**config.mk**
```make
export PLATFORM = sky130hd
export DESIGN_NAME = kws_fifo
export DESIGN_NICKNAME = d
export VERILOG_FILES = /design/src/design/kws_pkg.sv /design/src/design/kws_fifo.sv
export SDC_FILE = /design/constraint.sdc
export NUM_CORES = 1
export LEC_CHECK = 0
export ABC_AREA = 0
export CAP_MARGIN = 20
export CORE_MARGIN = 10
export CORE_UTILIZATION = 54
export DETAILED_ROUTE_END_ITERATION = 8
export DONT_BUFFER_PORTS = 1
export PLACE_DENSITY = 0.74
export SYNTH_ARGS = -nofsm -noshare
export SYNTH_HDL_FRONTEND = slang
export SYNTH_SLANG_ARGS = --single-unit
```
**constraint.sdc**
```tcl
create_clock -name clock -period 9.6 [get_ports clock]
set_input_delay 0.48 -clock clock [delete_from_list [all_inputs] [get_ports clock]]
set_output_delay 0.48 -clock clock [all_outputs]
set_load 0.01 [all_outputs]
```
**src/design/kws_pkg.sv**
```systemverilog
// shared types and constants of the keyed tumbling window stats block
package kws_pkg;

   localparam int SLOT_W     = 10;
   localparam int TIME_W     = 63;
   localparam int STATUS_W   = 2;
   localparam int QTY_W      = 32;
   localparam int SEQ_W      = 63;
   localparam int CNT_W      = 32;
   localparam int SUM_W      = 63;
   localparam int Q16_W      = 48;
   localparam int WLEN_W     = 40;
   localparam int MINO_W     = 32;
   localparam int PER_W      = 16;
   localparam int CSR_IDX_W  = 2;
   localparam int CSR_DATA_W = 40;
   localparam int NSEC_W     = 30;
   localparam int PROD_W     = 62;
   localparam int DIV_NUM_W  = 79;
   localparam int DIV_DEN_W  = 40;
   localparam int DIV_REM_W  = 41;
   localparam int DIV_STEP_W = 7;

   localparam logic [CSR_IDX_W-1:0] CSR_WINDOW_LENGTH = 2'd0;
   localparam logic [CSR_IDX_W-1:0] CSR_MIN_ORDERS    = 2'd1;
   localparam logic [CSR_IDX_W-1:0] CSR_EMIT_PERIOD   = 2'd2;

   localparam logic [WLEN_W-1:0] WLEN_RESET = 40'd60000000000;
   localparam logic [MINO_W-1:0] MINO_RESET = 32'd10;
   localparam logic [PER_W-1:0]  PER_RESET  = 16'd1;

   localparam logic [NSEC_W-1:0] NS_PER_SEC = 30'd1000000000;

   localparam logic [STATUS_W-1:0] STATUS_NEW    = 2'd0;
   localparam logic [STATUS_W-1:0] STATUS_CANCEL = 2'd1;

   // divider step counts for each quotient
   localparam logic [DIV_STEP_W-1:0] STEPS_MOD  = 7'd32;
   localparam logic [DIV_STEP_W-1:0] STEPS_AVG  = 7'd79;
   localparam logic [DIV_STEP_W-1:0] STEPS_CAN  = 7'd48;
   localparam logic [DIV_STEP_W-1:0] STEPS_RATE = 7'd78;

   typedef enum logic [1:0] {
      KIND_NEW,
      KIND_CANCEL,
      KIND_OTHER
   } kind_type;

   typedef struct packed {
      logic [SLOT_W-1:0] slot;
      logic [TIME_W-1:0] event_time_ns;
      kind_type          kind;
      logic [QTY_W-1:0]  quantity;
      logic [SEQ_W-1:0]  book_seq;
   } item_type;

   typedef struct packed {
      logic [WLEN_W-1:0] window_length_ns;
      logic [MINO_W-1:0] min_orders;
      logic [PER_W-1:0]  emit_period;
   } cfg_type;

   typedef struct packed {
      logic empty;
      logic full;
   } fifo_stat_type;

   typedef struct packed {
      logic [CNT_W-1:0] orders;
      logic [SUM_W-1:0] qty_sum;
      logic [CNT_W-1:0] cancels;
   } tally_type;

   typedef struct packed {
      logic                  start;
      logic [DIV_NUM_W-1:0]  num;
      logic [DIV_DEN_W-1:0]  den;
      logic [DIV_STEP_W-1:0] steps;
   } div_req_type;

   typedef struct packed {
      logic                 done;
      logic [Q16_W-1:0]     quot;
      logic [DIV_REM_W-1:0] rem;
   } div_rsp_type;

   typedef enum logic [2:0] {
      S_CLEAR,
      S_IDLE,
      S_READ,
      S_UPDATE,
      S_MUL,
      S_OP,
      S_WAIT,
      S_EMIT
   } back_state_type;

   typedef enum logic [1:0] {
      OP_MOD,
      OP_AVG,
      OP_CAN,
      OP_RATE
   } op_type;

endpackage

```
**src/design/kws_fifo.sv**
```systemverilog
// two-entry word queue between front and back
module kws_fifo (
   input  logic                    clock,
   input  logic                    reset,
   input  logic                    push,
   input  kws_pkg::item_type       push_item,
   input  logic                    pop,
   output kws_pkg::item_type       head_item,
   output kws_pkg::fifo_stat_type  stat
);

   kws_pkg::item_type entry_ff [2];
   logic              wr_ptr_ff, wr_ptr_in;
   logic              rd_ptr_ff, rd_ptr_in;
   logic [1:0]        count_ff, count_in;

   always_comb begin
      wr_ptr_in = push ? ~wr_ptr_ff : wr_ptr_ff;
      rd_ptr_in = pop ? ~rd_ptr_ff : rd_ptr_ff;
      count_in  = count_ff + 2'(push) - 2'(pop);
   end

   always_ff @(posedge clock) begin
      if (reset) begin
         wr_ptr_ff <= 1'b0;
         rd_ptr_ff <= 1'b0;
         count_ff  <= 2'd0;
      end else begin
         wr_ptr_ff <= wr_ptr_in;
         rd_ptr_ff <= rd_ptr_in;
         count_ff  <= count_in;
      end
   end

   always_ff @(posedge clock) begin
      if (push) begin
         entry_ff[wr_ptr_ff] <= push_item;
      end
   end

   assign head_item  = entry_ff[rd_ptr_ff];
   assign stat.empty = (count_ff == 2'd0);
   assign stat.full  = (count_ff == 2'd2);

endmodule

```
==> results.json <==
{
  "gr-total-overflow": 0,
  "seq_power_share_pct": 53.9,
  "gp_congestion": 0.760,
  "cts_resized": 0,
  "setup_violations": 0,
  "drt-pass1-iter-count": 4,
  "fin_crit_ns": 3.00,
  "cp_max_fo": 67,
  "drc": 0,
  "grt_pass1_wl_um": 36100,
  "synth.avg_cell_area_um2": 23.4,
  "rsz0062_at_grt": "no",
  "grt_pass1_vias": 5436,
  "cts_hold_buf": 0,
  "fin_util_pct": 61.0,
  "cts_tree": "yes",
  "clk_latency_ns": 0.49,
  "p_comb_share_pct": 8.9,
  "clkPwrFrac_pct": 37.2,
  "cts_buffers": 35,
  "switching_share_pct": 21.2,
  "area_growth_pct": 11.2,
  "r2r_setup_slack_ns": 7.73,
  "p_switching_mw": 0.702,
  "viasPerCell": 5.61,
  "drt-initial-drc-count": 365,
  "die_h_um": 174,
  "antenna_found_initial": 2,
  "holdWs_ns": 0.0456,
  "cp-start-kind": "register",
  "crit_type": "reg -> out",
  "fin_cells": 921,
  "initial_core_util_pct": 54.9,
  "io_pins": 346,
  "cts_setup_buffers": 0,
  "wl_um": 25400,
  "core_area_mm2": 0.0235,
  "worst-endpoint-required_ns": 9.12,
  "p_leak_nw": 4.89,
  "ir_drop_mv": 0.181,
  "htreeDepth": 2,
  "slew_violations": 0,
  "critPathArrivalTime_ns": 2.52,
  "synth_nets": 726,
  "fin_setup_tns_ns": 0,
  "cellPowerDensity_mw_per_mm2": 231,
  "die-area_mm2": 0.0304,
  "portBuffers": 0,
  "cap_violations": 0,
  "ys_seq_area_share_pct": 80.0,
  "timing.final.crit_share_pct": 31.3,
  "hp-class": "in -> reg",
  "netlist_area_mm2": 0.0129,
  "critPathCaptureType": "output pin",
  "ant_nets": 0,
  "dp_cells": 856,
  "clkTransAtPathRegs_ns": 0.06,
  "slew-limit-headroom_pct": 37.4,
  "layout-drive-gt1-share_pct": 38.1,
  "grt_usage_pct": 15.8,
  "hold_violations": 0,
  "status": "complete, no violations",
  "place_hpwl_um": 17900,
  "clock_path_buffers": 3,
  "grt_start_max_net_pins": 165,
  "die_x_um": 174,
  "power.internal_mw": 2.61,
  "via_count": 5165,
  "synth_cell_type_count": 13,
  "std_cell_rows": 56,
  "synth_cells": 550,
  "finalNetCount": 752,
  "finClkSkew_ns": 0.0134,
  "wl_per_cell_um": 27.5,
  "max_freq_mhz": 333,
  "cts_root_buf": "clkbuf_16",
  "worst_slew_pin_slew_ns": 0.939,
  "clock_sinks": 345,
  "ys_ff_latch": 345,
  "synth_warnings": 0
}
[cell type report]
class,count,area [um2]
tap,319,399
inverter,2,7.51
sequential,345,10300
timing repair buffer,8,133
clock buffer,42,945
clock inverter,17,111
fill,1616,9150
antenna,4,10.0
multi-input combinational,184,2410
[cell families (layout without fill, tap and decap cells)]
kind of cell | count (synthesis) | after routing | share of synthesized area (%)
flops | 345 | 345 | 80.0
mux | 170 | 170 | 17.8
buf+inv | 21 | 69 | 1.38
simple gates | 9 | 9 | 0.340
xor+xnor | 3 | 3 | 0.311
fa+ha+maj | 2 | 2 | 0.194
other cells | 0 | 4 | 0
[metrics by stage]
step	instance area, um2	setup WS, ns	total power, mW
after floorplan	12900	1.05	2.07
after detailed placement	13200	7.07	2.12
after CTS	14300	6.53	3.36
after global routing	14300	6.46	3.44
after global placement	13200	6.66	2.10
final	14300	6.60	3.32
[placed cells by master (no fill, tap or decap)]
master and instances:
clkbuf_1 5, nor2_1 5, buf_12 1, dfxtp_4 1
edfxtp_1 340, xnor3_1 1, diode_2 4, and2_4 1
clkinv_1 7, nor2b_4 1, inv_6 2, xnor2_1 2
bufinv_16 1, buf_16 3, clkbuf_16 37, mux2_4 100
mux2_2 70, inv_1 2, ha_1 2, buf_4 4
dfxtp_1 4, clkinvlp_4 1, nor2b_1 2, clkinv_2 6
[layer usage]
metal	GRT usage, %	part of all wire [%]	vias to the layer above
met3	11.7	17	41
met1	15.5	33	2572
met2	25.7	48	302
met5	0	0	-
li1	-	-	2250
met4	4.70	2.1	0
[synthesized netlist by cell type]
| cell | instances | share of area [%] |
|---|---|---|
| nor2b_1 | 3 | 0.15 |
| xnor2_1 | 2 | 0.14 |
| mux2_2 | 70 | 6.1 |
| nor2_1 | 5 | 0.15 |
| xnor3_1 | 1 | 0.17 |
| mux2_4 | 100 | 12 |
| buf_6 | 12 | 1.0 |
| edfxtp_1 | 340 | 79 |
| dfxtp_1 | 5 | 0.78 |
| inv_1 | 2 | 0.058 |
| and2_1 | 1 | 0.049 |
| ha_1 | 2 | 0.19 |
| buf_2 | 7 | 0.27 |
[state kept, by name, indices dropped and copies added, names as in the netlist, named ones only]
signal     cells
count_ff       2
entry_ff     340
rd_ptr_ff      1
wr_ptr_ff      1
[worst paths after layout]
kind	from	endpoint	cells after the start
min	reset	register	1
max	register	head_item[100]	3
min reg2reg	rd_ptr_ff$_SDFFE_PP0P_	register	2
max reg2reg	wr_ptr_ff$_SDFFE_PP0P_	entry_ff[0][70]$_DFFE_PP_	2
[power by group through the flow]
stage | combinational (mW) | sequential (mW) | clock [mW]
after floorplan | 0.246 | 1.83 | 0
after global placement | 0.279 | 1.83 | 0
after detailed placement | 0.297 | 1.82 | 0
after CTS | 0.298 | 1.79 | 1.27
after global routing | 0.312 | 1.80 | 1.33
final | 0.294 | 1.79 | 1.23
[worst max-delay path, cell delays in order (launching register included)]
cell	delay [ns]
dfxtp_4	0.54
buf_16	0.34
buf_4	0.67
mux2_4	0.39
Power figures use the tool's default switching activity.
