`src/design/kws_pkg.sv`:
```
// shared types and constants of the keyed tumbling window stats block
package kws_pkg;

   localparam int SLOT_W     = 10;
   localparam int TIME_W     = 63;
   localparam int STATUS_W   = 2;
   localparam int QTY_W      = 32;
   localparam int SEQ_W      = 63;
   localparam int CNT_W      = 32;
   localparam int SUM_W      = 63;
   localparam int Q16_W      = 48;
   localparam int WLEN_W     = 40;
   localparam int MINO_W     = 32;
   localparam int PER_W      = 16;
   localparam int CSR_IDX_W  = 2;
   localparam int CSR_DATA_W = 40;
   localparam int NSEC_W     = 30;
   localparam int PROD_W     = 62;
   localparam int DIV_NUM_W  = 79;
   localparam int DIV_DEN_W  = 40;
   localparam int DIV_REM_W  = 41;
   localparam int DIV_STEP_W = 7;

   localparam logic [CSR_IDX_W-1:0] CSR_WINDOW_LENGTH = 2'd0;
   localparam logic [CSR_IDX_W-1:0] CSR_MIN_ORDERS    = 2'd1;
   localparam logic [CSR_IDX_W-1:0] CSR_EMIT_PERIOD   = 2'd2;

   localparam logic [WLEN_W-1:0] WLEN_RESET = 40'd60000000000;
   localparam logic [MINO_W-1:0] MINO_RESET = 32'd10;
   localparam logic [PER_W-1:0]  PER_RESET  = 16'd1;

   localparam logic [NSEC_W-1:0] NS_PER_SEC = 30'd1000000000;

   localparam logic [STATUS_W-1:0] STATUS_NEW    = 2'd0;
   localparam logic [STATUS_W-1:0] STATUS_CANCEL = 2'd1;

   // divider step counts for each quotient
   localparam logic [DIV_STEP_W-1:0] STEPS_MOD  = 7'd32;
   localparam logic [DIV_STEP_W-1:0] STEPS_AVG  = 7'd79;
   localparam logic [DIV_STEP_W-1:0] STEPS_CAN  = 7'd48;
   localparam logic [DIV_STEP_W-1:0] STEPS_RATE = 7'd78;

   typedef enum logic [1:0] {
      KIND_NEW,
      KIND_CANCEL,
      KIND_OTHER
   } kind_type;

   typedef struct packed {
      logic [SLOT_W-1:0] slot;
      logic [TIME_W-1:0] event_time_ns;
      kind_type          kind;
      logic [QTY_W-1:0]  quantity;
      logic [SEQ_W-1:0]  book_seq;
   } item_type;

   typedef struct packed {
      logic [WLEN_W-1:0] window_length_ns;
      logic [MINO_W-1:0] min_orders;
      logic [PER_W-1:0]  emit_period;
   } cfg_type;

   typedef struct packed {
      logic empty;
      logic full;
   } fifo_stat_type;

   typedef struct packed {
      logic [CNT_W-1:0] orders;
      logic [SUM_W-1:0] qty_sum;
      logic [CNT_W-1:0] cancels;
   } tally_type;

   typedef struct packed {
      logic                  start;
      logic [DIV_NUM_W-1:0]  num;
      logic [DIV_DEN_W-1:0]  den;
      logic [DIV_STEP_W-1:0] steps;
   } div_req_type;

   typedef struct packed {
      logic                 done;
      logic [Q16_W-1:0]     quot;
      logic [DIV_REM_W-1:0] rem;
   } div_rsp_type;

   typedef enum logic [2:0] {
      S_CLEAR,
      S_IDLE,
      S_READ,
      S_UPDATE,
      S_MUL,
      S_OP,
      S_WAIT,
      S_EMIT
   } back_state_type;

   typedef enum logic [1:0] {
      OP_MOD,
      OP_AVG,
      OP_CAN,
      OP_RATE
   } op_type;

endpackage

```
`src/design/kws_div.sv`:
```
// radix-2 restoring divider, one quotient bit a cycle, 48-bit saturating quotient
module kws_div (
   input  logic                  clock,
   input  logic                  reset,
   input  kws_pkg::div_req_type  req,
   output kws_pkg::div_rsp_type  rsp
);

   logic [kws_pkg::DIV_NUM_W-1:0]  num_ff, num_in;
   logic [kws_pkg::DIV_DEN_W-1:0]  den_ff;
   logic [kws_pkg::DIV_REM_W-1:0]  rem_ff, rem_in;
   logic [kws_pkg::Q16_W-1:0]      quot_ff, quot_in;
   logic                           sat_ff, sat_in;
   logic [kws_pkg::DIV_STEP_W-1:0] cnt_ff;
   logic                           run_ff;
   logic                           done_ff;
   logic [kws_pkg::DIV_REM_W-1:0]  shifted;
   logic                           take;

   always_comb begin
      shifted = {rem_ff[kws_pkg::DIV_REM_W-2:0], num_ff[kws_pkg::DIV_NUM_W-1]};
      take    = (shifted >= {1'b0, den_ff});
      rem_in  = take ? (shifted - {1'b0, den_ff}) : shifted;
      quot_in = {quot_ff[kws_pkg::Q16_W-2:0], take};
      sat_in  = sat_ff | quot_ff[kws_pkg::Q16_W-1];
      num_in  = {num_ff[kws_pkg::DIV_NUM_W-2:0], 1'b0};
   end

   always_ff @(posedge clock) begin
      if (reset) begin
         run_ff  <= 1'b0;
         done_ff <= 1'b0;
         cnt_ff  <= '0;
      end else if (req.start) begin
         run_ff  <= 1'b1;
         done_ff <= 1'b0;
         cnt_ff  <= req.steps;
      end else if (run_ff) begin
         cnt_ff  <= cnt_ff - 1'b1;
         run_ff  <= (cnt_ff != 7'd1);
         done_ff <= (cnt_ff == 7'd1);
      end else begin
         done_ff <= 1'b0;
      end
   end

   always_ff @(posedge clock) begin
      if (req.start) begin
         num_ff  <= req.num;
         den_ff  <= req.den;
         rem_ff  <= '0;
         quot_ff <= '0;
         sat_ff  <= 1'b0;
      end else if (run_ff) begin
         num_ff  <= num_in;
         rem_ff  <= rem_in;
         quot_ff <= quot_in;
         sat_ff  <= sat_in;
      end
   end

   assign rsp.done = done_ff;
   assign rsp.quot = sat_ff ? '1 : quot_ff;
   assign rsp.rem  = rem_ff;

endmodule

```
`config.mk`:
```
export PLATFORM = sky130hd
export DESIGN_NAME = kws_div
export DESIGN_NICKNAME = d
export VERILOG_FILES = /design/src/design/kws_pkg.sv /design/src/design/kws_div.sv
export SDC_FILE = /design/constraint.sdc
export NUM_CORES = 1
export LEC_CHECK = 0
export BUFFER_PORTS_ARGS = -buffer_cell sky130_fd_sc_hd__buf_2
export CORE_MARGIN = 10
export CORE_UTILIZATION = 45
export DETAILED_ROUTE_END_ITERATION = 6
export PLACE_DENSITY_LB_ADDON = 0.1
export SLEW_MARGIN = 20
export SYNTH_ARGS = -nofsm -noshare
export SYNTH_HDL_FRONTEND = slang
export SYNTH_SLANG_ARGS = --single-unit
```
`constraint.sdc`:
```
create_clock -name clock -period 3.4 [get_ports clock]
set_clock_uncertainty 0.1 [all_clocks]
set_input_delay 0.68 -clock clock [delete_from_list [all_inputs] [get_ports clock]]
set_output_delay 0.68 -clock clock [all_outputs]
set_load 0.01 [all_outputs]
```
==> impl_metrics.py <==
metrics = {
    "worst_hold_path": {
        "hold_path_depth": 1,
        "hp-class": "primary input to flop",
    },
    "clock_tree": {
        "cts-buffers-inserted": 25,
        "insertion_delay_ns": 0.53,
        "clkTransAtPathRegs_ns": 0.06,
        "htree_levels": 1,
        "clock-sinks": 218,
        "cts_tree": "built",
        "root_buffer": "clkbuf_16",
        "post-cts-setup-buffers": 0,
        "cts.path.max_buffers": 3,
    },
    "timing": {
        "min_period_ns": 3.305,
        "rsz0062_at_grt": "yes",
        "period_share_pct": 97.20,
        "slew_headroom_pct": 45.43,
        "final_hold_viol_count": 0,
        "fmax_mhz": 302.6,
        "slew_viol_final": 0,
        "whs_ns": 0.2269,
        "fin_ws_ns": 0.09522,
        "tightest_slew_ns": 0.8186,
        "tns_ns": 0,
        "finalSetupViolCount": 0,
    },
    "global_routing": {
        "antenna_found_initial": 10,
        "grt_max_degree": 78,
        "grt_pass1_vias": 8695,
        "grt-ovfl-total": 0,
        "grt_pass1_wl_microns": 45280,
        "track_usage_pct": 17.27,
    },
    "finish": {
        "utilization_pct": 55.75,
        "fin_area_sq_um": 13680,
        "final_nets": 1473,
        "area_delta_synth_final_pct": 20.94,
        "drive_above_1_share_pct": 32.80,
        "final_cells": 1647,
    },
    "drt": {
        "drt_iter0_markers": 582,
        "drt_pass1_iterations": 5,
        "num_vias": 8743,
        "ant_nets": 0,
        "via_per_inst": 5.308,
        "drc": 0,
        "drt-total-wl_microns": 28660,
        "wire_per_inst_microns": 17.40,
    },
    "logic_synthesis": {
        "syn-cell-area_sq_um": 11310,
        "synth_edf_count": 119,
        "seq_area_frac_synth_pct": 49.12,
        "synth_nets": 1265,
        "syn_inst": 1093,
        "ys_ff_latch": 218,
        "ys_async_sr_fraction_pct": 0,
        "synth.distinct_cells": 69,
        "yosysWarnings": 0,
        "syn_area_per_cell_sq_um": 10.35,
        "synthFlopType": "edfxtp_1",
    },
    "worst_setup_path": {
        "crit_slowest_cell": "ha_1",
        "critPathCaptureType": "flop",
        "arrival_ns": 3.64,
        "crit_type": "flop to flop",
        "crit_required_ns": 3.73,
        "worst_setup_path_start_kind": "flop",
        "slowest_delay_ns": 0.38,
        "cp_cell_sequence": "ha_1 -> and3_1 -> and2b_1 -> a221oi_2 -> o31ai_2 -> a21oi_1 -> and4b_1 -> or2_1 -> buf_12 -> or3_1 -> a311oi_1",
        "worstPathMaxFanout": 17,
        "rr_worst_depth": 11,
    },
    "placement": {
        "place_inst": 1598,
        "hpwl_microns": 20670,
        "place_ws_ns": 0.07277,
        "gp_congestion": 0.9053,
        "dpl_cell_area_sq_um": 12790,
        "port_buffers": 218,
    },
    "run": {
        "maxCapViolations": 0,
    },
    "floorplan": {
        "core_area_sq_um": 24530,
        "die_h_microns": 178.5,
        "ios": 219,
        "die_area_sq_um": 31870,
        "start_util_pct": 46.10,
        "chipWidth_microns": 178.5,
        "rows": 57,
    },
    "power_and_ir_drop": {
        "power_density_nw_per_um2": 516.3,
        "leakagePower_nw": 6.133,
        "peakVddDrop_uv": 454.9,
        "power_mw": 7.062,
    },
    "status": {
        "status": "finished clean",
    },
}
==> timing repair <==
item,4_1_cts,5_1_grt
endpoints found under the hold margin,0,0
setup endpoints to repair,0,15
hold buffers,0,0
resized for setup,0,5
==> cell usage after synthesis, types with 8 or more instances <==
| cell type | instances | area [sq um] |
|---|---|---|
| a211oi_1 | 9 | 67.56 |
| a21o_1 | 18 | 135.1 |
| a21oi_1 | 61 | 305.3 |
| a311oi_1 | 30 | 262.8 |
| and3_1 | 10 | 62.56 |
| buf_1 | 8 | 30.03 |
| buf_2 | 11 | 55.05 |
| clkbuf_1 | 38 | 142.6 |
| dfxtp_1 | 99 | 1982 |
| edfxtp_1 | 119 | 3573 |
| ha_1 | 42 | 525.5 |
| inv_1 | 53 | 198.9 |
| mux2_2 | 78 | 878.3 |
| mux2i_1 | 50 | 500.5 |
| nand2_1 | 102 | 382.9 |
| nand3_1 | 15 | 75.07 |
| nand4_1 | 10 | 62.56 |
| nor2_1 | 115 | 431.7 |
| o21ai_0 | 31 | 155.2 |
| o21bai_1 | 8 | 60.06 |
| or2_2 | 49 | 306.5 |
| xnor2_1 | 25 | 219.0 |
| xor2_1 | 13 | 113.9 |
==> registers in the layout (all words and copies together), names as in the netlist <==
| signal | flops |
|---|---|
| rem_ff | 41 |
| cnt_ff | 7 |
| sat_ff | 1 |
| quot_ff | 48 |
| den_ff | 40 |
| num_ff | 79 |
| run_ff | 1 |
| done_ff | 1 |
==> power by group <==
part / internal [mW] / leakage, nW / switching, mW
Clock: 1.66 / 0.430 / 1.12
Sequential: 3.00 / 1.99 / 0.0879
Combinational: 0.525 / 3.71 / 0.668
Total: 5.18 / 6.13 / 1.88
==> cell families (layout without fill, tap and decap cells) <==
group / Yosys count / in the layout / share of synthesized area [%]
compound gates: 206 / 206 / 12.39
flops: 218 / 218 / 49.12
fa+ha+maj: 43 / 43 / 4.824
xor+xnor: 38 / 38 / 2.943
simple gates: 342 / 342 / 14.25
mux: 128 / 128 / 12.19
buf+inv: 118 / 345 / 4.281
other cells: 0 / 3 / 0
==> cell usage in the layout (no fill, tap or decap), types with 10 or more instances in the layout <==
cell type,Yosys,final
nand3_1,15,15
mux2i_1,50,50
edfxtp_1,119,119
nor2_1,115,114
dfxtp_1,99,98
nand4_1,10,10
inv_1,53,53
a311oi_1,30,30
or2_2,49,49
nand2_1,102,101
clkbuf_16,0,27
buf_4,2,24
xor2_1,13,13
ha_1,42,42
o21ai_0,31,31
mux2_2,78,78
a21oi_1,61,61
xnor2_1,25,25
and3_1,10,10
buf_2,11,217
a21o_1,18,18
==> critical path: cells and delay by family, from the launching register on <==
kind / cells / cell delay (ns)
simple gates: 5 / 1.29
flops: 1 / 0.35
buf+inv: 1 / 0.17
fa+ha+maj: 1 / 0.38
compound gates: 4 / 0.90
==> path summary, 6_finish.rpt <==
kind | start | slack [ns] | endpoint
max | rem_ff[4]$_SDFFE_PP0P_ | 0.1 | rem_ff[31]$_SDFFE_PP0P_
min | req[43] | 0.23 | den_ff[36]$_DFFE_PP_
min reg2reg | quot_ff[39]$_SDFFE_PP0P_ | 0.41 | quot_ff[39]$_SDFFE_PP0P_
max reg2reg | rem_ff[4]$_SDFFE_PP0P_ | 0.1 | rem_ff[31]$_SDFFE_PP0P_
==> metal layers <==
layer	GRT usage, %	vias up	part of all wire, %
li1	-	4338	-
met1	22.68	4095	44
met2	26.45	245	44
met3	6.660	51	9.8
met4	3.720	14	2.0
met5	0	-	0.28
==> cell type report <==
type,instances,area (sq um)
Antenna cell,3,7.507
Tap cell,324,405.4
Clock buffer,31,720.7
Timing Repair Buffer,246,1351
Multi-Input combinational cell,757,5298
Inverter,53,198.9
Sequential cell,218,5559
Fill cell,2286,10860
Clock inverter,15,137.6
Power figures use the tool's default switching activity.
